## config.mk

```make
export PLATFORM = sky130hd
export DESIGN_NAME = dbr_lane
export DESIGN_NICKNAME = d
export VERILOG_FILES = /design/src/sv/dbr_lane.sv
export SDC_FILE = /design/constraint.sdc
export NUM_CORES = 1
export LEC_CHECK = 0
export BUFFER_PORTS_ARGS = -buffer_cell sky130_fd_sc_hd__buf_2
export CAP_MARGIN = 20
export CORE_ASPECT_RATIO = 1.2
export CORE_MARGIN = 2
export CORE_UTILIZATION = 42
export CTS_CLUSTER_SIZE = 28
export DETAILED_ROUTE_END_ITERATION = 10
export SLEW_MARGIN = 0
export SYNTH_ARGS = -nofsm -noshare
export SYNTH_HDL_FRONTEND = slang
export SYNTH_SLANG_ARGS = --single-unit
```

## constraint.sdc

```tcl
create_clock -name clk -period 8.3 [get_ports clk]
set_clock_uncertainty 0.1 [all_clocks]
set_input_delay 0.83 -clock clk [delete_from_list [all_inputs] [get_ports clk]]
set_output_delay 0.83 -clock clk [all_outputs]
set_load 0.02 [all_outputs]
```

## src/sv/dbr_lane.sv

```systemverilog
`default_nettype none
module dbr_lane #(
  parameter int unsigned FRAC_BITS  = 12,
  parameter int unsigned DEPTH_BITS = 16
) (
  input  wire logic                                   clk,
  input  wire logic                                   en,
  input  wire logic [FRAC_BITS:0]                     wx,
  input  wire logic [FRAC_BITS:0]                     wy,
  input  wire logic [DEPTH_BITS-1:0]                  depth,
  output logic      [DEPTH_BITS+2*FRAC_BITS:0]        prod,
  output logic                                        zero
);
  localparam int unsigned WB = FRAC_BITS + 1;
  localparam int unsigned WT = 2 * FRAC_BITS + 1;

  logic [2*WB-1:0]       weight_full;
  logic [WT-1:0]         weight;
  logic [DEPTH_BITS-1:0] depth_q;
  logic                  zero_q;
  logic [DEPTH_BITS+WT-1:0] prod_next;

  // Stage 1: neighbour weight, at most 2^(2*FRAC_BITS)
  assign weight_full = wx * wy;

  always_ff @(posedge clk) begin
    if (en) begin
      weight  <= weight_full[WT-1:0];
      depth_q <= depth;
      zero_q  <= (depth == '0);
    end
  end

  // Stage 2: weighted depth
  assign prod_next = depth_q * weight;

  always_ff @(posedge clk) begin
    if (en) begin
      prod <= prod_next;
      zero <= zero_q;
    end
  end

endmodule
`default_nettype wire

```

# Yosys cells after proc, flatten, opt, wreduce, memory -nomap -nowiden

Cells that the tools add are included.

Multipliers: 2
Reductions and logical operators: 1

Operators with widths:

| kind             | number |
|---|---|
| $mul 16x25->41   | 1 |
| $mul 13x13->25   | 1 |
| $logic_not 16->1 | 1 |

Flip-flop bits (word level): 84
Input port bits: 44
Output and inout bits: 42
Logic and storage cells: 8

# Longest topological paths before layout

Word-level depth: 1
Depth in mapped cells: 24
Gate-level depth less buffers: 23

# Worst setup path before layout

Ideal clock, no wire load.

Path kind: reg2reg
From: register depth_q[7]
To: register prod[39] (data pin)
Library setup time: 269 ps
Data arrival time: 5765 ps
Data required time: 7931 ps
Setup slack: 2167 ps
Stages on the path, launching flop included: 24
Buffers on the path: 1
Clock period less this slack: 6133 ps
Cells stage by stage: edfxtp_1 > clkbuf_1 > nand2_1 > fa_1 > inv_1 > fa_1 > inv_1 > fa_1 > inv_1 > fa_1 > fa_1 > inv_1 > fa_1 > inv_1 > ha_1 > nand2_1 > o21a_1 > o21ai_0 > o211ai_2 > o211a_1 > nor3_2 > a31oi_1 > o31ai_1 > xor2_1

Word-level cells in the longest chain between the ends: 1

RTL lines:

| what                     | RTL line | text |
|---|---|---|
| start: declaration       | 19       | `logic [DEPTH_BITS-1:0] depth_q;` |
| start signal: assignment | 29       | `depth_q <= depth;` |
| $mul 16x25->41           | 35       | `assign prod_next = depth_q * weight;` |
| named net prod_next[39]  | 21       | `logic [DEPTH_BITS+WT-1:0] prod_next;` |
| end signal: assignment   | 39       | `prod <= prod_next;` |
| end: declaration         | 11       | `output logic [DEPTH_BITS+2*FRAC_BITS:0] prod,` |

The timed path passes the listed nets, and every way through them passes these cells.
A chain may end at the register's enable or synchronous reset.

# Final worst setup path

From: register depth_q[1]
To: register prod[40] (data pin)

Same word-level chain as after synthesis.

==> impl_metrics.prom <==
# TYPE chip_impl_metric gauge
chip_impl_metric{name="viasPerCell",unit=""} 5.112
chip_impl_metric{name="antenna_found_initial",unit=""} 1
chip_impl_metric{name="ant_nets",unit=""} 0
chip_impl_metric{name="synth_seq_area_share",unit=""} 0.1222
chip_impl_metric{name="final_max_slew_viols",unit=""} 0
chip_impl_metric{name="fin_area",unit="µm²"} 21880
chip_impl_metric{name="clk_pin_slew_worst_paths",unit="ns"} 0.07
chip_impl_metric{name="synth_compound_area_frac",unit=""} 0.04696
chip_impl_info{name="timing.critical_path.to",value="prod[40]"} 1
chip_impl_metric{name="final-setup-viol-count",unit=""} 0
chip_impl_metric{name="synth_top_area_share",unit=""} 0.4266
chip_impl_metric{name="max_freq",unit="GHz"} 0.1382
chip_impl_metric{name="placed_wire_length_estimate",unit="µm"} 39950
chip_impl_info{name="cp-startpoint",value="depth_q[1]"} 1
chip_impl_metric{name="grt_first_pass_wirelength",unit="µm"} 81910
chip_impl_metric{name="synth-async-reset-ratio",unit=""} 0
chip_impl_metric{name="final_period_util",unit=""} 0.8720
chip_impl_metric{name="ctsLongestPathBuffers",unit=""} 2
chip_impl_metric{name="final_hold_viol_count",unit=""} 0
chip_impl_metric{name="worst_r2r_path_depth",unit=""} 21
chip_impl_metric{name="htree_levels",unit=""} 3
chip_impl_metric{name="numClockSinks",unit=""} 84
chip_impl_metric{name="drt_first_pass_iters",unit=""} 6
chip_impl_metric{name="pin_count_of_the_biggest_net_entering_global_routing",unit=""} 66
chip_impl_metric{name="timing.critical_path.arrival",unit="ns"} 7.29
chip_impl_metric{name="port_buffer_cells",unit=""} 85
chip_impl_metric{name="crit_required",unit="ns"} 8.35
chip_impl_info{name="worst_hold_path_type",value="flip-flop to flip-flop"} 1
chip_impl_metric{name="postCtsResizedCells",unit=""} 0
chip_impl_metric{name="fp.coreArea",unit="µm²"} 48890
chip_impl_metric{name="routed_wire_length_per_instance",unit="µm"} 17.33
chip_impl_metric{name="overflow",unit=""} 0
chip_impl_metric{name="final_nets",unit=""} 2883
chip_impl_metric{name="grtUsageMet1",unit=""} 0.2551
chip_impl_metric{name="rows",unit=""} 89
chip_impl_metric{name="synth_nets",unit=""} 2870
chip_impl_metric{name="initial_core_util",unit=""} 0.4224
chip_impl_metric{name="setup-tns-final",unit="ns"} 0
chip_impl_metric{name="synth-seq-cells",unit=""} 84
chip_impl_metric{name="dpl_cell_area",unit="µm²"} 21580
chip_impl_metric{name="synthXorXnorAreaFrac",unit=""} 0.02418
chip_impl_metric{name="synth_simple_gate_area_share",unit=""} 0.1613
chip_impl_metric{name="mux_cell_area_share_after_synthesis",unit=""} 0.0004847
chip_impl_info{name="timing.critical_path.from_type",value="flip-flop"} 1
chip_impl_info{name="clock_tree.root_cell",value="sky130_fd_sc_hd__clkbuf_16"} 1
chip_impl_metric{name="post_cts.repair.setup_buffers",unit=""} 0
chip_impl_info{name="synth-main-ff-cell",value="sky130_fd_sc_hd__edfxtp_1"} 1
chip_impl_metric{name="grt.met2_usage",unit=""} 0.3735
chip_impl_metric{name="grt_pass1_vias",unit=""} 16070
chip_impl_metric{name="reg2reg_setup_slack",unit="ns"} 1.06
chip_impl_info{name="grt-busiest-layer",value="met2"} 1
chip_impl_metric{name="clock_latency",unit="ns"} 0.40
chip_impl_metric{name="synth_enable_flop_cells",unit=""} 84
chip_impl_metric{name="antenna_cells",unit=""} 0
chip_impl_metric{name="die_y",unit="µm"} 246.9
chip_impl_metric{name="overall_routing_resource_usage",unit=""} 0.2081
chip_impl_metric{name="synth-adder-area-share",unit=""} 0.5362
chip_impl_metric{name="max_cap_viol_count",unit=""} 0
chip_impl_metric{name="fillerInstances",unit=""} 4680
chip_impl_metric{name="io-pin-count",unit=""} 86
chip_impl_info{name="rr_endpoint",value="prod[40]"} 1
chip_impl_metric{name="gpl.final_weighted_congestion",unit=""} 0.8673
chip_impl_info{name="path_class",value="flip-flop to flip-flop"} 1
chip_impl_metric{name="routed_wirelength",unit="µm"} 49560
chip_impl_metric{name="globalRouteMet3Util",unit=""} 0.02886
chip_impl_metric{name="route.detailed.drc",unit=""} 0
chip_impl_info{name="cts_tree",value="built"} 1
chip_impl_metric{name="fin_crit",unit="ns"} 7.238
chip_impl_metric{name="synth-warning-count",unit=""} 0
chip_impl_info{name="worstSetupEndpointType",value="flip-flop"} 1
chip_impl_metric{name="floorplan.die.width",unit="µm"} 206.4
chip_impl_info{name="synth_top_family_by_area",value="adder cells"} 1
chip_impl_metric{name="syn_avg_cell_area",unit="µm²"} 9.365
chip_impl_metric{name="route.vias.total",unit=""} 14620
chip_impl_metric{name="timing.critical_path.fanout_max",unit=""} 15
chip_impl_info{name="synthTopCellsByArea",value="sky130_fd_sc_hd__fa_1 43%, sky130_fd_sc_hd__edfxtp_1 12%, sky130_fd_sc_hd__ha_1 11%"} 1
chip_impl_metric{name="cts_inserted_buffers",unit=""} 9
chip_impl_info{name="synth_area_leader_cell",value="sky130_fd_sc_hd__fa_1"} 1
chip_impl_info{name="worst_r2r_startpoint",value="depth_q[1]"} 1
chip_impl_metric{name="finalCoreUtilization",unit=""} 0.4476
chip_impl_metric{name="syn-instance-count",unit=""} 2205
chip_impl_metric{name="final_layout_size_suffix_gt1_frac",unit=""} 0.05173
chip_impl_metric{name="worst_slew_margin_rel",unit=""} 0.3150
chip_impl_metric{name="worst_slew_pin_slew",unit="ns"} 1.028
chip_impl_metric{name="cts_hold_buf",unit=""} 0
chip_impl_metric{name="netlist_area",unit="µm²"} 20650
chip_impl_info{name="outcome",value="finished clean"} 1
chip_impl_metric{name="floorplan.die_area",unit="µm²"} 50960
chip_impl_metric{name="syn_to_final_growth",unit="%"} 5.968
chip_impl_metric{name="drt_iter0_markers",unit=""} 785
chip_impl_info{name="rsz0062_at_grt",value="no"} 1
chip_impl_metric{name="ys_types",unit=""} 50
==> layout by cell type, fill, tap and decap left out, drive strengths merged, types with 10 or more instances in the layout <==
| master | instances |
|---|---|
| ha | 181 |
| edfxtp | 84 |
| inv | 511 |
| nor3 | 12 |
| o21a | 10 |
| nand2 | 375 |
| a21oi | 49 |
| a21o | 23 |
| fa | 440 |
| and2 | 228 |
| o21ai | 23 |
| xnor2 | 37 |
| buf | 90 |
| nor2 | 36 |
| xor2 | 20 |
==> synth_stat cells, types with 3 or more instances <==
cell / count
sky130_fd_sc_hd__a21o_1: 23
sky130_fd_sc_hd__a21oi_1: 48
sky130_fd_sc_hd__a31oi_1: 5
sky130_fd_sc_hd__and2_1: 227
sky130_fd_sc_hd__and3_1: 6
sky130_fd_sc_hd__and4_1: 4
sky130_fd_sc_hd__clkbuf_1: 88
sky130_fd_sc_hd__edfxtp_1: 84
sky130_fd_sc_hd__fa_1: 440
sky130_fd_sc_hd__ha_1: 181
sky130_fd_sc_hd__inv_1: 510
sky130_fd_sc_hd__nand2_1: 375
sky130_fd_sc_hd__nand2b_1: 5
sky130_fd_sc_hd__nand3_1: 9
sky130_fd_sc_hd__nand4_1: 7
sky130_fd_sc_hd__nor2_1: 36
sky130_fd_sc_hd__nor2b_1: 6
sky130_fd_sc_hd__nor3_1: 11
sky130_fd_sc_hd__nor4_1: 5
sky130_fd_sc_hd__o211a_1: 3
sky130_fd_sc_hd__o211ai_1: 6
sky130_fd_sc_hd__o21a_1: 10
sky130_fd_sc_hd__o21ai_0: 22
sky130_fd_sc_hd__o21bai_1: 4
sky130_fd_sc_hd__xnor2_1: 37
sky130_fd_sc_hd__xor2_1: 20
==> stage by stage <==
| step | setup WS [ns] | std cells | hold WS [ns] |
|---|---|---|---|
| finish | 1.062 | 2860 | 0.3259 |
| global route | 0.6693 | 2860 | 0.3425 |
| CTS | 0.9939 | 2860 | 0.3304 |
| detailed placement | 1.028 | 2844 | 0.3125 |
| global placement | 1.132 | 2844 | 0.3107 |
| floorplan | 2.167 | 2205 | 0.3003 |
==> sequential cells by signal (all words and copies together), names as in the netlist <==
signal / flops
weight: 25
zero: 1
prod: 41
depth_q: 16
zero_q: 1
==> worst min path at each step <==
stage,start,to,slack [ns],depth (start not counted)
after global placement,zero_q,zero,0.31,0
after floorplan,zero_q,zero,0.30,0
after detailed placement,zero_q,zero,0.31,0
final,zero_q,zero,0.33,0
after CTS,zero_q,zero,0.33,0
after global routing,zero_q,zero,0.34,0
==> cells by family after synthesis <==
group | count (synthesis)
xor gates and xnor gates | 57
buffers and inverters | 598
muxes | 1
adders and majority gates | 621
AOI/OAI and AO/OA | 146
DFF | 84
and+or+nand+nor | 698
==> metal layers <==
metal | vias to the layer above | part of all wire
met5 | - | 0.00014
met4 | 2 | 0.025
met3 | 72 | 0.052
met2 | 403 | 0.53
met1 | 7557 | 0.39
li1 | 6587 | -
==> worst max-delay path, stage by stage, from the launching register on <==
cell and delay [ns]:
sky130_fd_sc_hd__edfxtp_1 0.81, sky130_fd_sc_hd__buf_4 0.29, sky130_fd_sc_hd__nand2_1 0.10, sky130_fd_sc_hd__fa_1 0.55
sky130_fd_sc_hd__fa_1 0.52, sky130_fd_sc_hd__fa_1 0.52, sky130_fd_sc_hd__inv_1 0.06, sky130_fd_sc_hd__fa_1 0.49
sky130_fd_sc_hd__fa_1 0.49, sky130_fd_sc_hd__inv_1 0.05, sky130_fd_sc_hd__fa_1 0.47, sky130_fd_sc_hd__inv_1 0.04
sky130_fd_sc_hd__ha_1 0.36, sky130_fd_sc_hd__nand4_1 0.13, sky130_fd_sc_hd__a21o_1 0.18, sky130_fd_sc_hd__a211oi_1 0.50
sky130_fd_sc_hd__o211ai_1 0.38, sky130_fd_sc_hd__a21oi_1 0.25, sky130_fd_sc_hd__o31ai_1 0.11, sky130_fd_sc_hd__a31oi_1 0.26
sky130_fd_sc_hd__o221ai_1 0.19, sky130_fd_sc_hd__xnor2_1 0.16
==> area by class of cell <==
cell class / instances / area (µm²) / share of cell area
repair buffers: 90 / 465.4 / 0.02127
clock inverters: 7 / 75.07 / 0.003431
multi-input cells: 1523 / 15880 / 0.7258
clock buffers: 9 / 225.2 / 0.01029
inverters: 510 / 1914 / 0.08748
flip-flops and latches: 84 / 2522 / 0.1153
well taps: 637 / 797.0 / 0.03642
Power is not shown: default switching activity piles up to over one toggle a cycle in this logic, so the estimate is an artifact.
