[src/sv/dbr_pkg.sv]
`default_nettype none
package dbr_pkg;

  // Configuration register indexes
  localparam int unsigned CFG_INDEX_BITS = 1;
  localparam int unsigned CFG_DATA_BITS  = 16;
  localparam logic [CFG_INDEX_BITS-1:0] REG_INTERP_MODE = 1'd0;
  localparam logic [CFG_INDEX_BITS-1:0] REG_SKIP_RATIO  = 1'd1;

  // Interpolation modes (the spare code behaves as bilinear-depth)
  localparam int unsigned MODE_BITS = 2;
  localparam logic [MODE_BITS-1:0] MODE_NEAREST     = 2'd0;
  localparam logic [MODE_BITS-1:0] MODE_BILINEAR    = 2'd1;
  localparam logic [MODE_BITS-1:0] MODE_BILIN_DEPTH = 2'd2;

  // Skip ratio, Q0.16
  localparam int unsigned RATIO_BITS = 16;
  localparam logic [RATIO_BITS-1:0] RATIO_RESET = 16'd3076;

  // Path status codes
  localparam int unsigned STATUS_BITS = 2;
  localparam logic [STATUS_BITS-1:0] ST_COMPUTED  = 2'd0;
  localparam logic [STATUS_BITS-1:0] ST_INVALID   = 2'd1;
  localparam logic [STATUS_BITS-1:0] ST_ZERO_SKIP = 2'd2;
  localparam logic [STATUS_BITS-1:0] ST_DISC_SKIP = 2'd3;

  // Number of interpolation lanes, one per neighbour
  localparam int unsigned LANES = 4;

  // Per-transaction control carried down the pipe
  typedef struct packed {
    logic entry_valid;
    logic nearest;
    logic check;
  } ctl_t;

endpackage
`default_nettype wire

[src/sv/dbr_screen.sv]
`default_nettype none
module dbr_screen #(
  parameter int unsigned DEPTH_BITS = 16
) (
  input  wire logic                              clk,
  input  wire logic                              en,
  input  wire logic [dbr_pkg::RATIO_BITS-1:0]    ratio,
  input  wire logic [DEPTH_BITS-1:0]             d0,
  input  wire logic [DEPTH_BITS-1:0]             d1,
  input  wire logic [DEPTH_BITS-1:0]             d2,
  input  wire logic [DEPTH_BITS-1:0]             d3,
  output logic                                   disc
);
  import dbr_pkg::*;

  localparam int unsigned CW = DEPTH_BITS + RATIO_BITS;

  logic [DEPTH_BITS-1:0] lo_a, lo_b, hi_a, hi_b;
  logic [DEPTH_BITS-1:0] lo_next, hi_next;
  logic [DEPTH_BITS-1:0] lo, hi;
  logic [DEPTH_BITS-1:0] delta;
  logic [CW-1:0]         scaled;

  // Stage 1: min and max of the four neighbours
  always_comb begin
    lo_a    = (d0 < d1) ? d0 : d1;
    lo_b    = (d2 < d3) ? d2 : d3;
    hi_a    = (d0 > d1) ? d0 : d1;
    hi_b    = (d2 > d3) ? d2 : d3;
    lo_next = (lo_a < lo_b) ? lo_a : lo_b;
    hi_next = (hi_a > hi_b) ? hi_a : hi_b;
  end

  always_ff @(posedge clk) begin
    if (en) begin
      lo <= lo_next;
      hi <= hi_next;
    end
  end

  // Stage 2: spread and ratio times minimum
  always_ff @(posedge clk) begin
    if (en) begin
      delta  <= hi - lo;
      scaled <= ratio * lo;
    end
  end

  // Compare in the merge stage: spread * 2^16 > ratio * min
  assign disc = {delta, {RATIO_BITS{1'b0}}} > scaled;

endmodule
`default_nettype wire

[config.mk]
export PLATFORM = sky130hd
export DESIGN_NAME = dbr_screen
export DESIGN_NICKNAME = d
export VERILOG_FILES = /design/src/sv/dbr_pkg.sv /design/src/sv/dbr_screen.sv
export SDC_FILE = /design/constraint.sdc
export NUM_CORES = 1
export LEC_CHECK = 0
export ABC_CLOCK_PERIOD_IN_PS = 16400
export BUFFER_PORTS_ARGS = -buffer_cell sky130_fd_sc_hd__clkbuf_2
export CAP_MARGIN = 25
export CORE_ASPECT_RATIO = 0.8
export CORE_MARGIN = 2
export CORE_UTILIZATION = 60
export DETAILED_ROUTE_END_ITERATION = 12
export GPL_TIMING_DRIVEN = 0
export PLACE_DENSITY = 0.8
export SYNTH_ARGS = -nofsm -noshare
export SYNTH_HDL_FRONTEND = slang
export SYNTH_SLANG_ARGS = --single-unit
[constraint.sdc]
create_clock -name clk -period 16.4 [get_ports clk]
set_input_delay 0 -clock clk [delete_from_list [all_inputs] [get_ports clk]]
set_output_delay 0 -clock clk [all_outputs]
set_load 0.02 [all_outputs]
After elaboration in Yosys (flattened, before gate mapping)
Cells that the tools add are included.

operators by class
  add/subtract/negate cells = 1
  mux-type cells = 6
  $mul = 1
  $lt $le $gt $ge = 7

operators with widths
  kind              number
  $mux W16          6
  $gt A16 B16 Y1    3
  $lt A16 B16 Y1    3
  $gt A32 B32 Y1    1
  $mul A16 B16 Y32  1
  $sub A16 B16 Y16  1

word-level totals
  flip-flop bits (word level) = 80
  input bits = 82
  word-level logic and storage cells = 19

Logic depth before layout (Yosys ltp)
Gate-level depths: netlist of the first run.

  depth after elaboration = 4
  gate-level depth with buffers = 24

Worst setup path before layout of the first run
Ideal clock, no wire load.

  path type = register to register
  from = register lo[7]
  to = register scaled[30], data pin
  path buffers = 2
  required time = 16.139 ns
  stages on the path, launching flop included = 23
  setup slack = 10.060 ns
  arrival = 6.079 ns
  library setup time = 0.261 ns
  path through = edfxtp_1 clkbuf_1 clkbuf_1 nand2_1 fa_1 inv_1 fa_1 fa_1 fa_1 fa_1 inv_1 fa_1 inv_1 ha_1 a21o_1 a211o_1 a2111oi_0 a21oi_1 a31oi_1 o31ai_1 o31ai_4 nor3_1 a311o_1

on the way
  longest elaborated chain between the ends = 1

ends and longest elaborated chain
  what                      line              RTL
  start: declaration        dbr_screen.sv:20  logic [DEPTH_BITS-1:0] lo, hi;
  start signal: assignment  dbr_screen.sv:36  lo <= lo_next;
  $mul A16 B16 Y32          dbr_screen.sv:45  scaled <= ratio * lo;
  end signal: assignment    dbr_screen.sv:45
  end: declaration          dbr_screen.sv:22  logic [CW-1:0] scaled;

No other way between the ends.
A chain may end at the register's enable or synchronous reset.

Final worst setup path of the first run
  from = register lo[9]
  to = register scaled[30], data pin

The elaborated chain is that of the path after synthesis.

==> key figures, run 1 <==
Setup path
  • Cell family with the largest share of critical-path delay: adder cells
  • Crit end category: flip-flop
  • Crit-path cells: clkbuf_1 -> clkbuf_1 -> nand2_1 -> fa_1 -> inv_1 -> fa_1 -> fa_1 -> fa_1 -> fa_1 -> inv_1 -> fa_1 -> inv_1 -> ha_1 -> a21o_1 -> a211o_1 -> a2111oi_0 -> a21oi_1 -> a31oi_1 -> o31ai_1 -> o31ai_4 -> nor3_1 -> a311o_1
  • Startpoint Class: flip-flop
  • Worst EP arrival: 7.74 ns
  • Crit path kind: flip-flop to flip-flop
  • Critical-path top delay cell: clkbuf_1
  • Worst r2r path cells: 22
  • Max FO, Critical Path: 10
  • Crit path depth: 22
  • CP Buf/Inv Count: 5
  • CP Launch Point: lo[9]$_DFFE_PP_
  • Crit Reg-Reg Startpoint: lo[9]$_DFFE_PP_
  • Max incr delay on CP: 0.64 ns
  • RR Endpoint: scaled[30]$_DFFE_PP_
  • Cell mode on critical path: fa_1
  • Reg2Reg Setup Slack: 8.75 ns
  • CP required: 16.49 ns

CTS
  • Post-cts sizing count: 0
  • Num Clock Sinks: 80
  • H-tree depth: 3
  • Root Buffer: clkbuf_16
  • TritonCTS clock tree: yes
  • Hold-fix buffers at CTS: 0
  • Clock buffer depth: 2
  • Postcts setup bufs: 0
  • Worst-Skew Late Latency: 0.34 ns
  • Clock-pin slew on the worst setup and hold paths: 0.07 ns
  • Num CTS Buffers: 9

Timing
  • Slew Viols, Final: 0
  • Final hold violations: 0
  • Relative slew margins: 46.3%
  • Clk_skew: 0.00925 ns
  • RSZ-0062 raised after global routing: no
  • Final worst slack: 8.75 ns
  • TNS Setup: 0 ns
  • Worst-margin pin slew: 0.806 ns
  • Fin crit period: 7.65 ns
  • Final period util: 46.6%
  • FMAX: 131 MHz
  • Final setup violation count: 0

Synthesis
  • Syn Area/Cell: 9.40 µm²
  • Main flop type after synthesis: edfxtp_1
  • Post-Syn Area: 14,700 µm²
  • Synth unique cells: 61
  • Synth top area share: 26.6%
  • Main area contributors after synthesis: fa_1 (27%), ha_1 (17%), edfxtp_1 (16%), inv_1 (8.2%), and2_1 (5.0%)
  • Syn Nets: 2,033
  • Synthesis-stage register bit count: 80
  • Number of flops mapped to enable cells by yosys: 80
  • FFs w/ async S/R, synth: 0%
  • Largest area contributor in the netlist: fa_1
  • Synth Instances: 1,558
  • Synth warnings: 0
  • Seq/Total Area, Yosys: 16.4%

Outcome
  • Status: complete, no violations

Cells and area
  • # nets final: 2,127
  • Antenna cells: 0
  • Fin area: 15,800 µm²
  • Area delta synth->final: 7.92%
  • Layout cell share with drive strength beyond 1: 7.85%

Floorplan
  • Die Ht: 144 µm
  • Die W: 179 µm
  • Die area: 25,700 µm²
  • Number of core rows: 51
  • Core ar.: 24,200 µm²
  • Initial Util: 60.6%
  • Io pins: 83

Drt
  • Final WL: 37,300 µm
  • First-pass iteration count of the detailed router: 5
  • 1st-iter DRT viols: 795
  • Vias: 11,274
  • Residual DRC count: 0
  • WL/cell: 18.9 µm
  • Via/cell ratio: 5.71
  • Post-route ant nets: 0

Global routing
  • Vias in the first global route: 11,866
  • First-pass GRT wire length: 60,800 µm
  • Gr usage total: 31.0%
  • Final global-route overflow total: 0
  • Pin count of the biggest net entering global routing: 73
  • Antenna violations before repair: 0

Placement
  • Placer Congestion: 0.955
  • Input/output buffers: 82
  • Pre-CTS WS: 8.82 ns
  • Cell Area, Placed: 15,500 µm²
  • Post-detail-place hpwl: 30,200 µm

Hold path
  • Hold endpoint: scaled[31]$_DFFE_PP_
  • HP Start: en
  • Min-Delay Path Depth: 1
  • Worst min path class: input pin to flip-flop

Run
  • Max-cap viol count: 0
Yosys cell counts (13+ instances only):
master / instances
nor2_1: 45
fa_1: 195
nand2_1: 172
mux2i_1: 64
a21oi_1: 46
clkbuf_1: 42
and2_1: 118
a21o_1: 28
edfxtp_1: 80
xnor2_1: 32
nand3_1: 13
ha_1: 198
o31a_1: 16
nor3_1: 13
a211oi_1: 14
o21ai_0: 38
mux2_2: 14
inv_1: 320
stage by stage:
step / hold slack [ns] / utilization, % / std cells
5_1_grt: 0.0154 / 65.4 / 1975
3_3_place_gp: 0.456 / 63.9 / 1958
6_report: 0.0153 / 65.4 / 1975
4_1_cts: 0.0119 / 65.4 / 1975
2_1_floorplan: 0.112 / - / 1558
3_5_place_dp: 0.366 / 64.1 / 1959
routing by layer:
layer / global-route usage, % / routed length [µm] / up-vias / share of wire, %
met3: 7.06 / 3210 / 103 / 8.6
met4: 12.2 / 1530 / 0 / 4.1
met5: 0 / 0 / - / 0
met1: 40.7 / 15500 / 5452 / 42
li1: - / - / 5229 / -
met2: 50.2 / 17000 / 490 / 46
layout by cell type, fill, tap and decap left out, drive strengths merged, types with 3 or more instances in the layout:
cell / count
inv: 320
ha: 198
fa: 195
nand2: 172
clkbuf: 133
and2: 118
edfxtp: 80
mux2i: 64
a21oi: 47
o21ai: 47
nor2: 46
xnor2: 32
a21o: 28
o31a: 16
mux2: 15
a211oi: 14
nand3: 13
nor3: 13
o21a: 11
nand4: 11
nor2b: 10
xor2: 7
buf: 7
or3: 6
nand2b: 5
a31oi: 4
nor4: 4
and3: 3
o31ai: 3
clkinv: 3
cell type report:
cell class | instances | area [µm²]
Multi-Input combinational cell | 1110 | 10800
Fill cell | 1943 | 8370
Sequential cell | 80 | 2400
Inverter | 320 | 1200
Timing Repair Buffer | 83 | 440
Tap cell | 318 | 398
Clock buffer | 9 | 225
Buffer | 48 | 204
Clock inverter | 7 | 96.3
cell families (layout without fill, tap and decap cells):
| logic type | count (synthesis) | after routing | synth area share [%] |
|---|---|---|---|
| simple gates | 408 | 408 | 13.7 |
| compound gates | 191 | 191 | 8.94 |
| buf+inv | 368 | 467 | 9.59 |
| xor+xnor | 39 | 39 | 2.33 |
| fa+ha+maj | 393 | 393 | 43.5 |
| mux | 79 | 79 | 5.52 |
| flops | 80 | 80 | 16.4 |
registers in the layout, indices dropped and copies added, names as in the netlist:
register and flops:
hi 16, scaled 32, lo 16, delta 16
worst max-delay path by stage:
stage | to
after floorplan | scaled[30]$_DFFE_PP_
after global placement | scaled[30]$_DFFE_PP_
after detailed placement | scaled[30]$_DFFE_PP_
after CTS | scaled[30]$_DFFE_PP_
after global routing | scaled[30]$_DFFE_PP_
final | scaled[30]$_DFFE_PP_
Power of run 1 is not shown: default switching activity piles up to over one toggle a cycle in this logic, so the estimate is an artifact.
==> run 2: changes to the inputs <==
--- a/config.mk
+++ b/config.mk
@@ -5,7 +5,7 @@
 export SDC_FILE = /design/constraint.sdc
 export NUM_CORES = 1
 export LEC_CHECK = 0
-export ABC_CLOCK_PERIOD_IN_PS = 16400
+export ABC_CLOCK_PERIOD_IN_PS = 7200
 export BUFFER_PORTS_ARGS = -buffer_cell sky130_fd_sc_hd__clkbuf_2
 export CAP_MARGIN = 25
 export CORE_ASPECT_RATIO = 0.8
==> constraint.sdc (replaced) <==
create_clock -name clk -period 7.2 [get_ports clk]
set_input_delay 0 -clock clk [delete_from_list [all_inputs] [get_ports clk]]
set_output_delay 0 -clock clk [all_outputs]
set_load 0.02 [all_outputs]
==> run 2 against run 1 <==
Critical path depth decreased by 1. Worst setup slack got worse by 8.5 ns. Non-clock buffer count increased by 23. Utilization grew 0.89 points. Die area unchanged. Clock-buffer cell count is the same. Final cell count is 1.2% higher. Maximum frequency is 11% higher. Worst hold slack improved by 0.0015 ns. Global-route usage is essentially flat. Register-to-register slack worse by 8.5 ns.
==> key figures, run 2 (same netlist as run 1, synthesis figures left out) <==
Floorplan
  • Die Ht: 144 µm (unchanged)
  • Die W: 179 µm (unchanged)
  • Number of core rows: 51 (unchanged)
  • Die area: 25,700 µm² (unchanged)
  • Initial Util: 60.6% (unchanged)
  • Core ar.: 24,200 µm² (unchanged)
  • Io pins: 83 (unchanged)

Global routing
  • Antenna violations before repair: 0 (unchanged)
  • First-pass GRT wire length: 60,800 µm (about the same)
  • Final global-route overflow total: 0 (unchanged)
  • Vias in the first global route: 11,873 (+0.059%)
  • Gr usage total: 31.1% (about the same)
  • Pin count of the biggest net entering global routing: 73 (unchanged)

Drt
  • Vias: 11,385 (+0.98%)
  • Residual DRC count: 0 (unchanged)
  • First-pass iteration count of the detailed router: 5 (unchanged)
  • Via/cell ratio: 5.70 (-0.18%)
  • Final WL: 37,400 µm (+0.47%)
  • Post-route ant nets: 0 (unchanged)
  • WL/cell: 18.7 µm (-0.68%)
  • 1st-iter DRT viols: 846 (+6.4%)

Cells and area
  • Area delta synth->final: 9.38%
  • Top reg by flops: scaled
  • Core Util, Final: 66.3% (+0.89 points)
  • Highest-count cells in the layout ignoring fill and taps: inv_1 (320), ha_1 (198), fa_1 (195), nand2_1 (172), and2_1 (118)
  • # nets final: 2,150 (+1.1%)
  • Antenna cells: 0 (unchanged)
  • Fillers: 1,920 (-1.2%)
  • FF+latch area: 2400 µm² (unchanged)
  • Commonest non-fill, non-tap cell in the layout: inv_1
  • Multi-input logic area: 10,800 µm² (about the same)
  • Layout cell share with drive strength beyond 1: 10.2% (+2.3 points)
  • Max reg flops: 32 (unchanged)

Run
  • Max-cap viol count: 0 (unchanged)

CTS
  • Root Buffer: clkbuf_16
  • TritonCTS clock tree: yes
  • Clock-pin slew on the worst setup and hold paths: 0.06 ns (about the same)
  • Num CTS Buffers: 9 (unchanged)
  • Num Clock Sinks: 80 (unchanged)
  • Worst-Skew Late Latency: 0.34 ns (about the same)
  • Clock buffer depth: 2 (unchanged)
  • H-tree depth: 3 (unchanged)

Outcome
  • Status: complete, no violations

Timing
  • RSZ-0062 raised after global routing: no
  • Relative slew margins: 47.6% (+1.3 points)
  • Worst-margin pin slew: 0.786 ns (-0.0199 ns)
  • Fin crit period: 6.90 ns (-0.746 ns)
  • Min Hold Slack: 0.0168 ns (+0.00153 ns)
  • Slew Viols, Final: 0 (unchanged)
  • Final setup violation count: 0 (unchanged)
  • FMAX: 145 MHz (+11%)
  • Clk_skew: 0.00857 ns (-0.000681 ns)
  • Final period util: 95.9% (+49 points)
  • Final hold violations: 0 (unchanged)

Placement
  • Input/output buffers: 82 (unchanged)
  • Post-detail-place hpwl: 30,200 µm (unchanged)
  • Placer Congestion: 0.955 (unchanged)

Hold path
  • Min-Delay Path Depth: 1 (unchanged)
  • Worst min path class: input pin to flip-flop

Setup path
  • Startpoint Class: flip-flop
  • Worst r2r path cells: 21 (-4.5%)
  • Max FO, Critical Path: 10 (unchanged)
  • Crit path kind: flip-flop to flip-flop
  • Crit end category: flip-flop
  • CP required: 7.29 ns (-9.20 ns)
  • Worst EP arrival: 7.00 ns (-0.74 ns)
[run 2: final timing paths]
| path | slack [ns] | endpoint | from |
|---|---|---|---|
| worst max-delay path | 0.30 | scaled[30]$_DFFE_PP_ | lo[7]$_DFFE_PP_ |
| worst min-delay path | 0.02 | scaled[31]$_DFFE_PP_ | en |
| worst max register to register | 0.30 | scaled[30]$_DFFE_PP_ | lo[7]$_DFFE_PP_ |
| worst min register to register | 0.67 | delta[15]$_DFFE_PP_ | hi[15]$_DFFE_PP_ |
[run 2: metal layers]
metal	up-vias	track usage [%]	routed length [µm]
met3	87	6.80	3040
met5	-	0	0
met1	5533	40.9	15700
li1	5278	-	-
met2	487	49.9	17400
met4	0	12.7	1340
[run 2: worst max-delay path, cell delays in order, from the launching register on]
cell and delay [ns]:
edfxtp_1 0.55, buf_6 0.23, nand2_1 0.10, fa_1 0.58, inv_1 0.06, fa_1 0.48
fa_1 0.57, fa_1 0.44, fa_1 0.49, inv_1 0.05, fa_1 0.50, inv_1 0.06
ha_1 0.34, a21o_1 0.18, a211o_1 0.31, a2111oi_1 0.37, a21oi_1 0.24, a31oi_1 0.28
o31ai_1 0.19, o31ai_4 0.27, nor3_1 0.09, a311o_1 0.28
[run 2: cell type report]
| class | count | share of cell area, % |
|---|---|---|
| tap | 318 | 2.48 |
| timing repair buffer | 109 | 3.97 |
| sequential | 80 | 15.0 |
| clock buffer | 9 | 1.41 |
| multi-input combinational | 1110 | 67.7 |
| clock inverter | 7 | 0.601 |
| buffer | 45 | 1.39 |
| inverter | 320 | 7.49 |
[run 2: what timing repair did]
action | CTS | global route
resized for setup | 13 | 15
hold buffers | 0 | 0
setup endpoints to repair | 3 | 3
pin swaps | 0 | 2
setup buffers | 1 | 25
[run 2: per-stage QoR]
| step | std cells | instance area, µm² | setup WS [ns] | setup TNS [ns] |
|---|---|---|---|---|
| floorplan | 1558 | 14700 | 0.860 | 0 |
| global placement | 1958 | 15500 | -0.303 | -0.434 |
| detailed placement | 1959 | 15500 | -0.380 | -0.611 |
| CTS | 1974 | 15800 | 0.00792 | 0 |
| global route | 1998 | 16000 | 0.0195 | 0 |
| finish | 1998 | 16000 | 0.295 | 0 |
Power of run 2 is left out for the same reason.
