[config.mk]
export PLATFORM = sky130hd
export DESIGN_NAME = dbr_merge
export DESIGN_NICKNAME = d
export VERILOG_FILES = /design/src/sv/dbr_pkg.sv /design/src/sv/dbr_merge.sv
export SDC_FILE = /design/constraint.sdc
export NUM_CORES = 1
export LEC_CHECK = 0
export ABC_AREA = 1
export BUFFER_PORTS_ARGS = -buffer_cell sky130_fd_sc_hd__buf_2
export CORE_MARGIN = 1.5
export CORE_UTILIZATION = 55
export CTS_CLUSTER_DIAMETER = 50
export DETAILED_ROUTE_END_ITERATION = 12
export GPL_ROUTABILITY_DRIVEN = 0
export HOLD_SLACK_MARGIN = 0.08
export PLACE_DENSITY = 0.9
export SYNTH_ARGS = -nofsm -noshare
export SYNTH_HDL_FRONTEND = slang
export SYNTH_SLANG_ARGS = --single-unit
[constraint.sdc]
create_clock -name clk -period 6.5 [get_ports clk]
set_input_delay 1.3 -clock clk [delete_from_list [all_inputs] [get_ports clk]]
set_output_delay 1.3 -clock clk [all_outputs]
set_load 0.005 [all_outputs]
[src/sv/dbr_pkg.sv]
`default_nettype none
package dbr_pkg;

  // Configuration register indexes
  localparam int unsigned CFG_INDEX_BITS = 1;
  localparam int unsigned CFG_DATA_BITS  = 16;
  localparam logic [CFG_INDEX_BITS-1:0] REG_INTERP_MODE = 1'd0;
  localparam logic [CFG_INDEX_BITS-1:0] REG_SKIP_RATIO  = 1'd1;

  // Interpolation modes (the spare code behaves as bilinear-depth)
  localparam int unsigned MODE_BITS = 2;
  localparam logic [MODE_BITS-1:0] MODE_NEAREST     = 2'd0;
  localparam logic [MODE_BITS-1:0] MODE_BILINEAR    = 2'd1;
  localparam logic [MODE_BITS-1:0] MODE_BILIN_DEPTH = 2'd2;

  // Skip ratio, Q0.16
  localparam int unsigned RATIO_BITS = 16;
  localparam logic [RATIO_BITS-1:0] RATIO_RESET = 16'd3076;

  // Path status codes
  localparam int unsigned STATUS_BITS = 2;
  localparam logic [STATUS_BITS-1:0] ST_COMPUTED  = 2'd0;
  localparam logic [STATUS_BITS-1:0] ST_INVALID   = 2'd1;
  localparam logic [STATUS_BITS-1:0] ST_ZERO_SKIP = 2'd2;
  localparam logic [STATUS_BITS-1:0] ST_DISC_SKIP = 2'd3;

  // Number of interpolation lanes, one per neighbour
  localparam int unsigned LANES = 4;

  // Per-transaction control carried down the pipe
  typedef struct packed {
    logic entry_valid;
    logic nearest;
    logic check;
  } ctl_t;

endpackage
`default_nettype wire

[src/sv/dbr_merge.sv]
`default_nettype none
module dbr_merge #(
  parameter int unsigned FRAC_BITS  = 12,
  parameter int unsigned DEPTH_BITS = 16
) (
  input  wire logic                                  clk,
  input  wire logic                                  en,
  input  wire dbr_pkg::ctl_t                         ctl,
  input  wire logic                                  disc,
  input  wire logic [dbr_pkg::LANES-1:0]             zero,
  input  wire logic [DEPTH_BITS-1:0]                 near_depth,
  input  wire logic [DEPTH_BITS+2*FRAC_BITS:0]       prod [dbr_pkg::LANES],
  output logic      [DEPTH_BITS-1:0]                 depth_out,
  output logic      [dbr_pkg::STATUS_BITS-1:0]       path_status
);
  import dbr_pkg::*;

  localparam int unsigned PW = DEPTH_BITS + 2 * FRAC_BITS + 1;
  localparam logic [PW-1:0] HALF = PW'(1) << (2 * FRAC_BITS - 1);

  logic [PW-1:0]          acc;
  logic [DEPTH_BITS-1:0]  interp;
  logic [DEPTH_BITS-1:0]  depth_next;
  logic [STATUS_BITS-1:0] status_next;

  // Sum of the lanes with round half up; never exceeds the largest depth
  assign acc    = prod[0] + prod[1] + prod[2] + prod[3] + HALF;
  assign interp = acc[2*FRAC_BITS +: DEPTH_BITS];

  // Path selection
  always_comb begin
    priority if (!ctl.entry_valid) begin
      depth_next  = '0;
      status_next = ST_INVALID;
    end else if (ctl.nearest) begin
      depth_next  = near_depth;
      status_next = ST_COMPUTED;
    end else if (ctl.check && (|zero)) begin
      depth_next  = '0;
      status_next = ST_ZERO_SKIP;
    end else if (ctl.check && disc) begin
      depth_next  = '0;
      status_next = ST_DISC_SKIP;
    end else begin
      depth_next  = interp;
      status_next = ST_COMPUTED;
    end
  end

  // Output register
  always_ff @(posedge clk) begin
    if (en) begin
      depth_out   <= depth_next;
      path_status <= status_next;
    end
  end

endmodule
`default_nettype wire

* After elaboration in Yosys (flattened, before gate mapping)
Index checks and enable logic that the tools add are counted.
Operators by class: add/subtract/negate cells 4, mux-type cells 6, bitwise gates (word level) 1, reductions and logical operators 4
Operators with widths (count):
- $add 40x40->40 | 3
- $mux 16 | 3
- $add 40x24->40 const B | 1
- $mux 2 | 2
- $reduce_or 4->1 | 1
- $logic_and 1x1->1 | 2
- $reduce_or 2->1 | 1
- $mux 1 | 1
- $not 1->1 | 1
Word-level totals: register bits after elaboration 18, input bits 190

* Depth between registers and ports, before layout
Gate-level depths: netlist of the first run.
depth after elaboration 7, gate-level depth with buffers 20, gate-level depth less buffers 20

* Worst setup path before layout of the first run
OpenSTA, ideal clock, no wires.
path type input -> register, start point in prod[22] (netlist name), end point reg depth_out[0], data pin, library setup time 0.279 ns, arrival 3.910 ns, data required time 6.221 ns, setup slack 2.311 ns, stages on the path 14, path through inv_1 -> fa_1 -> inv_1 -> fa_1 -> fa_1 -> ha_1 -> nand2_1 -> nor2_1 -> inv_2 -> nor2_1 -> a21boi_1 -> o21ai_0 -> nand3_2 -> a21oi_2
Between the ends: word-level cells in the longest chain between the ends 5
RTL lines:
- start, declared | line dbr_merge.sv:12 | input wire logic [DEPTH_BITS+2*FRAC_BITS:0] prod [dbr_pkg::LANES],
- $add 40x40->40 | line dbr_merge.sv:27 | assign acc = prod[0] + prod[1] + prod[2] + prod[3] + HALF;
- $add 40x24->40 | line dbr_merge.sv:27
- $mux 16 | line dbr_merge.sv:41 | end else if (ctl.check && disc) begin
- $mux 16 | line dbr_merge.sv:38 | end else if (ctl.check && (|zero)) begin
- $mux 16 | line dbr_merge.sv:35 | end else if (ctl.nearest) begin
- end signal, assigned | line dbr_merge.sv:53 | depth_out <= depth_next;
- end, declared | line dbr_merge.sv:13 | output logic [DEPTH_BITS-1:0] depth_out,
Every way passes these cells. A chain may end at the register's enable or synchronous reset.

* Final worst setup path of the first run
start point in prod[9] (netlist name), end point reg depth_out[6], data pin
The elaborated chain is that of the path after synthesis.

==> flow_summary.toml, run 1 <==
[cells_and_area]
finalNonFillerCells = 1124
antenna_cells = 0
finalNetCount = 1330
area_growth_pct = 20.8
layout-drive-gt1-share_pct = 24.2

[sta]
rsz0062_at_grt = "no"
fmax_mhz = 232
setup_violations = 0
slew_viol_final = 0
finalHoldViolCount = 0
tns_ns = 0
tightest_slew_ns = 0.899
relSlewSlack_pct = 39.8
min_period_over_period_pct = 66.3
finalCriticalPeriod_ns = 4.31

[setup_path]
crit_path_max_incr_delay_ns = 0.53
worstPathArrival_ns = 4.38
cp_common_cell = "inv_1"
crit_type = "in -> reg"
crit_slowest_cell = "fa_1"
cp-start-kind = "input port"
cp.required_ns = 6.57
path_cells = "buf_2, inv_1, fa_1, inv_1, fa_1, ha_1, ha_1, a21oi_1, inv_1, nor2_1, o21ai_0, o21ai_1, nand2_1, nand2_1, nand3_1, a21oi_1"
worstPathMaxFanout = 3
end_kind = "flop"

[logic_synthesis]
yosysSeqAreaShare_pct = 9.33
synth_nets = 1126
yosysTopAreaCell = "fa_1"
synth-main-ff-cell = "edfxtp_1"
synth_area_um2 = 5800
ys_top_cells_by_count = "inv_1, nand2_1, fa_1"
synth.area.top_cells = "fa_1, ha_1, inv_1"
synth_cells = 786
ys_warn_count = 0
synth_seq_cells = 18
synth-edff-count = 18
yosysUniqueCellTypes = 34
async_reset_ff_share_pct = 0
netlist.area_leader.share_pct = 26.6
yosysMostFrequentCell = "inv_1"
avgSynthCellArea_um2 = 7.37

[cts]
cts_setup_buffers = 0
clock_path_buffers = 2
cts_tree = "done"
cts_resized = 0
ctsHoldBuffers = 0
cts_root_buf = "clkbuf_8"
cts.clk_slew.worst_paths_ns = 0.06
htree_levels = 1
clock-sinks = 18
cts_buffers = 3

[placement]
dp.final_hpwl_um = 12200
placed_cells = 1121
port_buffers = 203

[power_and_ir_drop]
power_frac_seq_pct = 9.0
internal_power_uw = 715
p_clk_share_pct = 4.7
p_sw_share_pct = 55.9
p_comb_share_pct = 86.2
power_switching_uw = 907
p_leak_uw = 0.00400
peakVddDrop_uv = 120
power_density_nw_per_um2 = 232

[route]
drt_iter0_drc = 472
vias = 5714
wl_per_cell_um = 12.0
top_layer_used = "met4"
route.met2.wl_um = 6830
drt-pass1-iter-count = 5
drc_errors = 0
met1Wirelength_um = 5410
via_per_inst = 5.08
met3_length_um = 1030
ant_nets = 0
routed_wl_um = 13500

[floorplanning]
coreArea_um2 = 10300
die_y_um = 106
io_pins = 208
fp.dieArea_um2 = 11200
initial_core_util_pct = 56.4
rows = 37
dieWidth_um = 106

[status]
status = "finished clean"

[grt]
grt_pass1_wl_um = 23200
antenna_found_initial = 0
grt_max_degree = 20
grt_usage_pct = 24.9
grt_overflow = 0
grt_pass1_vias = 5720

[min_path]
hold_path.class = "in -> reg"

[job]
drv_cap = 0
[sequential cells by signal, summed over array words and instances (netlist names)]
register / count
path_status: 2
depth_out: 16
[cell type report]
class | instances | area (um^2)
Timing Repair Buffer | 203 | 1020
Clock buffer | 3 | 41.3
Sequential cell | 18 | 541
Multi-Input combinational cell | 554 | 4440
Inverter | 210 | 788
Tap cell | 136 | 170
Fill cell | 892 | 3280
[cells by family after synthesis]
logic type,count (synthesis),share of synthesized area (%)
AO/OA/AOI/OAI,114,11.4
adder cells (fa/ha/maj),150,42.4
flip-flops,18,9.33
buffers and inverters,214,14.0
AND/OR/NAND/NOR,284,22.0
XOR/XNOR,6,0.907
[final timing paths]
check / startpoint / to / slack, ns / cells past startpoint
setup / recovery: prod[9] / depth_out[6]$_SDFFCE_PN0P_ / 2.19 / 16
hold / removal: ctl[2] / path_status[0]$_SDFFCE_PN1P_ / 1.34 / 2
[layout by cell type (no fill, tap or decap), types with 2 or more instances in the layout]
cell      synthesis  layout
nor3_1            5       5
nor2_2            5       5
a21oi_1          53      53
nand2_2           2       2
nor2_1           69      69
nand3_2          10      10
a21boi_1          4       4
nand4_1          10      10
a21oi_2          10      10
inv_1           206     206
a21o_1            7       7
o21ai_1          11      11
inv_2             3       3
fa_1             77      77
nand3b_1          7       7
nand3_1          28      28
o21bai_1          5       5
nand2_1         143     143
nor3_4            2       2
clkbuf_8          0       3
xnor2_1           5       5
ha_1             73      73
o21ai_0          20      20
edfxtp_1         18      18
buf_2             0     203
[per-stage QoR]
step                      hold WS [ns]  power (uW)  setup slack [ns]  utilization (%)  area, um^2
after floorplan                   1.41        1170              2.31                -        5800
after global placement            1.57        1480              2.00             67.7        6960
after detailed placement          1.60        1520              1.95             67.7        6960
after CTS                         1.34        1600              2.22             68.1        7000
after global routing              1.33        1830              1.96             68.1        7000
final                             1.34        1620              2.19             68.1        7000
[worst max-delay path, delay by kind of cell]
kind,cells,cell delay (ns)
compound gates,4,0.83
buf+inv,4,0.26
simple gates,4,0.39
fa+ha+maj,4,1.60
[layer usage]
| layer | vias to the layer above | GRT usage [%] |
|---|---|---|
| met3 | 20 | 2.23 |
| met1 | 2595 | 31.3 |
| li1 | 2849 | - |
| met2 | 250 | 46.4 |
| met4 | 0 | 5.21 |
| met5 | - | 0 |
[power groups by stage]
stage               sequential (uW)  clock (uW)  combinational, uW
floorplan                       152           0               1020
global placement                149           0               1330
detailed placement              149           0               1370
CTS                             147        77.2               1380
global route                    148        81.6               1600
finish                          147        76.6               1400
Note: power is estimated with default switching activity, not from simulation.
==> run 2: changes to the inputs <==
ABC_AREA = 0   (was 1)
CORE_UTILIZATION = 45   (was 55)
PLACE_DENSITY = 0.82   (was 0.9)
clock period = 3.7 ns   (was 6.5 ns; I/O delays follow)
==> run 2 against run 1 <==
Critical endpoint is now depth_out[13]$_SDFFCE_PN0P_; flip-flop and latch count did not move; critical path type unchanged; largest cell class unchanged; utilization shrank 0.80 points; the flow now finishes with violations (negative setup slack); setup slack worse by 2.7 ns; power up 91%.
==> flow_summary.toml, run 2 <==
[min_path]
whs_path_depth = 3
worstHoldStart = "near_depth[2]"
hold_end = "depth_out[2]$_SDFFCE_PN0P_"
hold_path.class = "in -> reg"

[route]
wl_per_cell_um = 13.6
drc_errors = 0
ant_nets = 0
drt_iter0_drc = 131
via_per_inst = 4.89
routed_wl_um = 12500
vias = 4505
drt-pass1-iter-count = 4

[cts]
clock-sinks = 18
clock_path_buffers = 2
cts_root_buf = "clkbuf_8"
cts.clk_slew.worst_paths_ns = 0.07
cts_buffers = 3
cts_tree = "done"
htree_levels = 1

[logic_synthesis]
yosysTopAreaCell = "fa_1"
synth_xor_area_share_pct = 3.10
synth_cells = 520
ys_top_cells_by_count = "inv_1, fa_1, ha_1"
synth_area_um2 = 4810
synth-edff-count = 18
synth_top_family_by_area = "adder cells"
netlist.area_leader.share_pct = 32.1
yosysUniqueCellTypes = 53
synth-main-ff-cell = "edfxtp_1"
synthAdderAreaFrac_pct = 51.1
ys_warn_count = 0
yosysMostFrequentCell = "inv_1"
synth_simple_gate_area_share_pct = 9.53
synth_compound_area_share_pct = 12.0
yosysSeqAreaShare_pct = 11.2
synth_mux_area_share_pct = 0
synth_nets = 860
avgSynthCellArea_um2 = 9.24
synth.area.top_cells = "fa_1, ha_1, inv_1"
async_reset_ff_share_pct = 0
synth_seq_cells = 18

[cells_and_area]
multi_input_area_um2 = 4040
finalNonFillerCells = 922
largest_register_ffs = 16
reg_top3 = "depth_out x16, path_status x2"
largest-register = "depth_out"
finalNetCount = 1127
fillers = 835
seqCellArea_um2 = 541
layout.cells.most_common = "buf_2"
antenna_cells = 0
layout-drive-gt1-share_pct = 44.0
final_cell_mix = "buf_2, inv_1, fa_1, ha_1, buf_4"
area_growth_pct = 44.6

[power_and_ir_drop]
internal_power_uw = 1700
p_sw_share_pct = 45.2
p_clk_share_pct = 4.6
power_frac_seq_pct = 8.7
peakVddDrop_uv = 233
p_leak_uw = 0.00386
power_density_nw_per_um2 = 446
p_comb_share_pct = 86.7
power_switching_uw = 1400
p_total_uw = 3100

[sta]
min_period_over_period_pct = 115
whs_ns = 0.761
slew_viol_final = 0
finalHoldViolCount = 0
setup_violations = 16
worst_slack_ns = -0.541
relSlewSlack_pct = 59.9
finalCriticalPeriod_ns = 4.24
rsz0062_at_grt = "yes"
fmax_mhz = 236
tightest_slew_ns = 0.601

[placement]
dp.final_hpwl_um = 10600
placed_cells = 906
port_buffers = 203
post-place-ws_ns = -0.897

[setup_path]
cp.required_ns = 3.70
crit_type = "in -> reg"
cp-start-kind = "input port"
worstPathMaxFanout = 3
worstPathArrival_ns = 4.25
end_kind = "flop"

[job]
drv_cap = 0

[floorplanning]
coreArea_um2 = 10300
die_y_um = 106
fp.dieArea_um2 = 11300
io_pins = 208
rows = 37
dieWidth_um = 106
initial_core_util_pct = 46.6

[status]
violations = "negative setup slack"
status = "complete, but fails checks"

[grt]
antenna_found_initial = 1
grt_usage_pct = 21.9
grt_pass1_wl_um = 20100
grt_max_degree = 19
grt_pass1_vias = 4749
grt_overflow = 0
==> run 2: cell type report <==
class / count / area share [%]
Clock inverter: 1 / 0.0540
Tap cell: 136 / 2.45
Multi-Input combinational cell: 337 / 58.1
Clock buffer: 3 / 0.594
Sequential cell: 18 / 7.78
Timing Repair Buffer: 267 / 22.2
Inverter: 160 / 8.75
==> run 2: through the flow <==
stage | util [%] | cell area (um^2) | TNS [ns]
floorplan | - | 4860 | -4.98
global placement | 62.1 | 6410 | -9.92
detailed placement | 62.1 | 6410 | -11.10
CTS | 64.2 | 6630 | -6.47
global route | 67.3 | 6950 | -8.92
finish | 67.3 | 6950 | -6.85
==> run 2: routing by layer <==
| layer | track usage (%) | vias to the layer above | wire (um) |
|---|---|---|---|
| li1 | - | 2188 | - |
| met1 | 22.8 | 2112 | 4570 |
| met2 | 45.0 | 181 | 6810 |
| met3 | 3.56 | 22 | 886 |
| met4 | 4.63 | 2 | 252 |
| met5 | 0 | - | 7 |
==> run 2: worst max path at each step <==
stage | from | endpoint | slack (ns) | depth (start not counted)
3_5_place_dp | prod[96] | depth_out[15]$_SDFFCE_PN0P_ | -0.90 | 15
3_3_place_gp | prod[96] | depth_out[15]$_SDFFCE_PN0P_ | -0.81 | 15
4_1_cts | prod[14] | depth_out[13]$_SDFFCE_PN0P_ | -0.60 | 15
5_1_grt | prod[14] | depth_out[14]$_SDFFCE_PN0P_ | -0.69 | 15
2_1_floorplan | prod[15] | depth_out[14]$_SDFFCE_PN0P_ | -0.55 | 14
6_report | prod[14] | depth_out[13]$_SDFFCE_PN0P_ | -0.54 | 15
==> run 2: power by group through the flow <==
stage,logic (uW),registers [uW],clock network [uW]
6_report,2680,271,142
5_1_grt,2960,273,149
4_1_cts,2380,271,141
3_5_place_dp,2180,275,0
3_3_place_gp,2110,274,0
2_1_floorplan,1360,279,0
==> run 2: logic make-up (layout without fill, tap and decap cells) <==
kind of cell,after synthesis,count (layout)
simple gates,88,88
xor+xnor,17,17
flops,18,18
buf+inv,165,431
compound gates,82,82
fa+ha+maj,150,150
==> run 2: what timing repair did <==
item                                   CTS  global route
gates resized for setup                 40            45
setup endpoints to repair               16            16
buffers inserted                         5             7
hold buffers                             0             0
pin swaps                               35            52
endpoints found under the hold margin    0             0
==> run 2: critical path, stage by stage <==
cell      delay (ns)
buf_6           0.07
inv_2           0.03
fa_1            0.54
inv_2           0.05
fa_1            0.45
ha_1            0.30
ha_1            0.32
and3_4          0.17
a221o_1         0.37
a211oi_2        0.29
o41ai_4         0.13
a41o_4          0.26
a221oi_4        0.26
xor2_1          0.18
o21ai_1         0.08
==> run 3: changes to the inputs <==
GPL_TIMING_DRIVEN = 0   (was unset)
REMOVE_ABC_BUFFERS = 1   (was unset)
==> run 3 against run 2 <==
The flow still finishes with violations (negative setup slack); non-clock buffer count fell by 51; combinational power fell by 15%; clock-buffer cell count did not move; wire length fell by 7.6%; die area did not move; critical path type unchanged.
==> flow_summary.toml, run 3 (synthesis gave the netlist of run 2 again) <==
[grt]
grt_usage_pct = 20.9
grt_pass1_wl_um = 19200
grt_max_degree = 19
grt_pass1_vias = 4531
grt_overflow = 0
antenna_found_initial = 0

[floorplanning]
rows = 37
die_y_um = 106
io_pins = 208
coreArea_um2 = 10300
dieWidth_um = 106
fp.dieArea_um2 = 11300
initial_core_util_pct = 46.6

[power_and_ir_drop]
power_density_nw_per_um2 = 415
p_leak_uw = 0.00359
peakVddDrop_uv = 216

[sta]
worst_slack_ns = -0.570
min_period_over_period_pct = 115
relSlewSlack_pct = 49.0
finalCriticalPeriod_ns = 4.27
slew_viol_final = 0
rsz0062_at_grt = "yes"
setup_violations = 16
tns_ns = -6.89
whs_ns = 0.763
finalHoldViolCount = 0
tightest_slew_ns = 0.762
fmax_mhz = 234

[cells_and_area]
final_cell_mix = "buf_2, inv_1, fa_1, ha_1, nand2_1"
finalNonFillerCells = 871
largest-register = "depth_out"
utilization_pct = 63.2
reg_top3 = "depth_out x16, path_status x2"
finalNetCount = 1076
layout.cells.most_common = "buf_2"
area_growth_pct = 35.8
largest_register_ffs = 16
fin_area_um2 = 6530
antenna_cells = 0
layout-drive-gt1-share_pct = 39.3

[setup_path]
crit_type = "in -> reg"
end_kind = "flop"
worstPathMaxFanout = 3
crit_start = "prod[96]"
cp-start-kind = "input port"
crit_path_max_incr_delay_ns = 0.53
cp.required_ns = 3.68
path_cells = "buf_6, inv_2, fa_1, inv_1, fa_1, ha_4, ha_4, and3_4, a221o_1, a21oi_1, nand4_4, a41o_4, a221oi_4, xor2_1, o21ai_1"
crit_slowest_cell = "fa_1"
worstPathArrival_ns = 4.25

[min_path]
hold_path.class = "in -> reg"
worstHoldStart = "near_depth[11]"
whs_path_depth = 3

[cts]
ctsHoldBuffers = 0
clock-sinks = 18
htree_levels = 1
cts_root_buf = "clkbuf_8"
cts_buffers = 3
cts_tree = "done"
cts.clk_slew.worst_paths_ns = 0.07
clock_path_buffers = 2

[placement]
dp.final_hpwl_um = 9740
dpl-instance-area_um2 = 5970
port_buffers = 203
placed_cells = 854

[job]
drv_cap = 0

[route]
wl_per_cell_um = 13.3
drt_iter0_drc = 89
ant_nets = 0
drc_errors = 0
vias = 4297
via_per_inst = 4.93
routed_wl_um = 11600
drt-pass1-iter-count = 5

[status]
violations = "negative setup slack"
status = "complete, but fails checks"
-- run 3: power breakdown --
group	switching (uW)	internal [uW]
registers	7.26	263
logic	1190	1110
clock network	71.5	73.9
total	1270	1440
-- run 3: path summary, 6_finish.rpt --
check / endpoint / slack [ns]
min: depth_out[11]$_SDFFCE_PN0P_ / 0.76
max: depth_out[13]$_SDFFCE_PN0P_ / -0.57
-- run 3: area by class of cell --
class	count	area, um^2
clock buffers	3	41.3
clock inverters	1	3.75
fillers	888	3800
inverters	160	603
multi-input cells	337	3990
flip-flops and latches	18	541
well taps	136	170
repair buffers	216	1180
-- run 3: metal layers --
layer | wire length, um | track usage, % | up-vias
met1 | 4170 | 22.0 | 2024
li1 | - | - | 2090
met4 | 226 | 6.18 | 0
met3 | 879 | 3.80 | 18
met5 | 0 | 0 | -
met2 | 6290 | 41.4 | 165
-- run 3: stage by stage --
step / power [uW] / worst slack (ns)
CTS: 2530 / -0.555
global route: 3010 / -0.727
detailed placement: 2070 / -1.09
floorplan: 1600 / -0.665
global placement: 2010 / -1.04
finish: 2710 / -0.570
-- run 3: timing repair --
item,in CTS,in global routing
setup buffers,9,5
gates cloned,0,0
endpoints found under the setup margin,16,16
pin swaps,50,12
gates resized for setup,50,45
-- run 3: worst max-delay path, delay by kind of cell --
family / cells / cell delay [ns]
compound gates: 5 / 1.33
xor+xnor: 1 / 0.21
fa+ha+maj: 4 / 1.50
buf+inv: 3 / 0.16
simple gates: 2 / 0.31
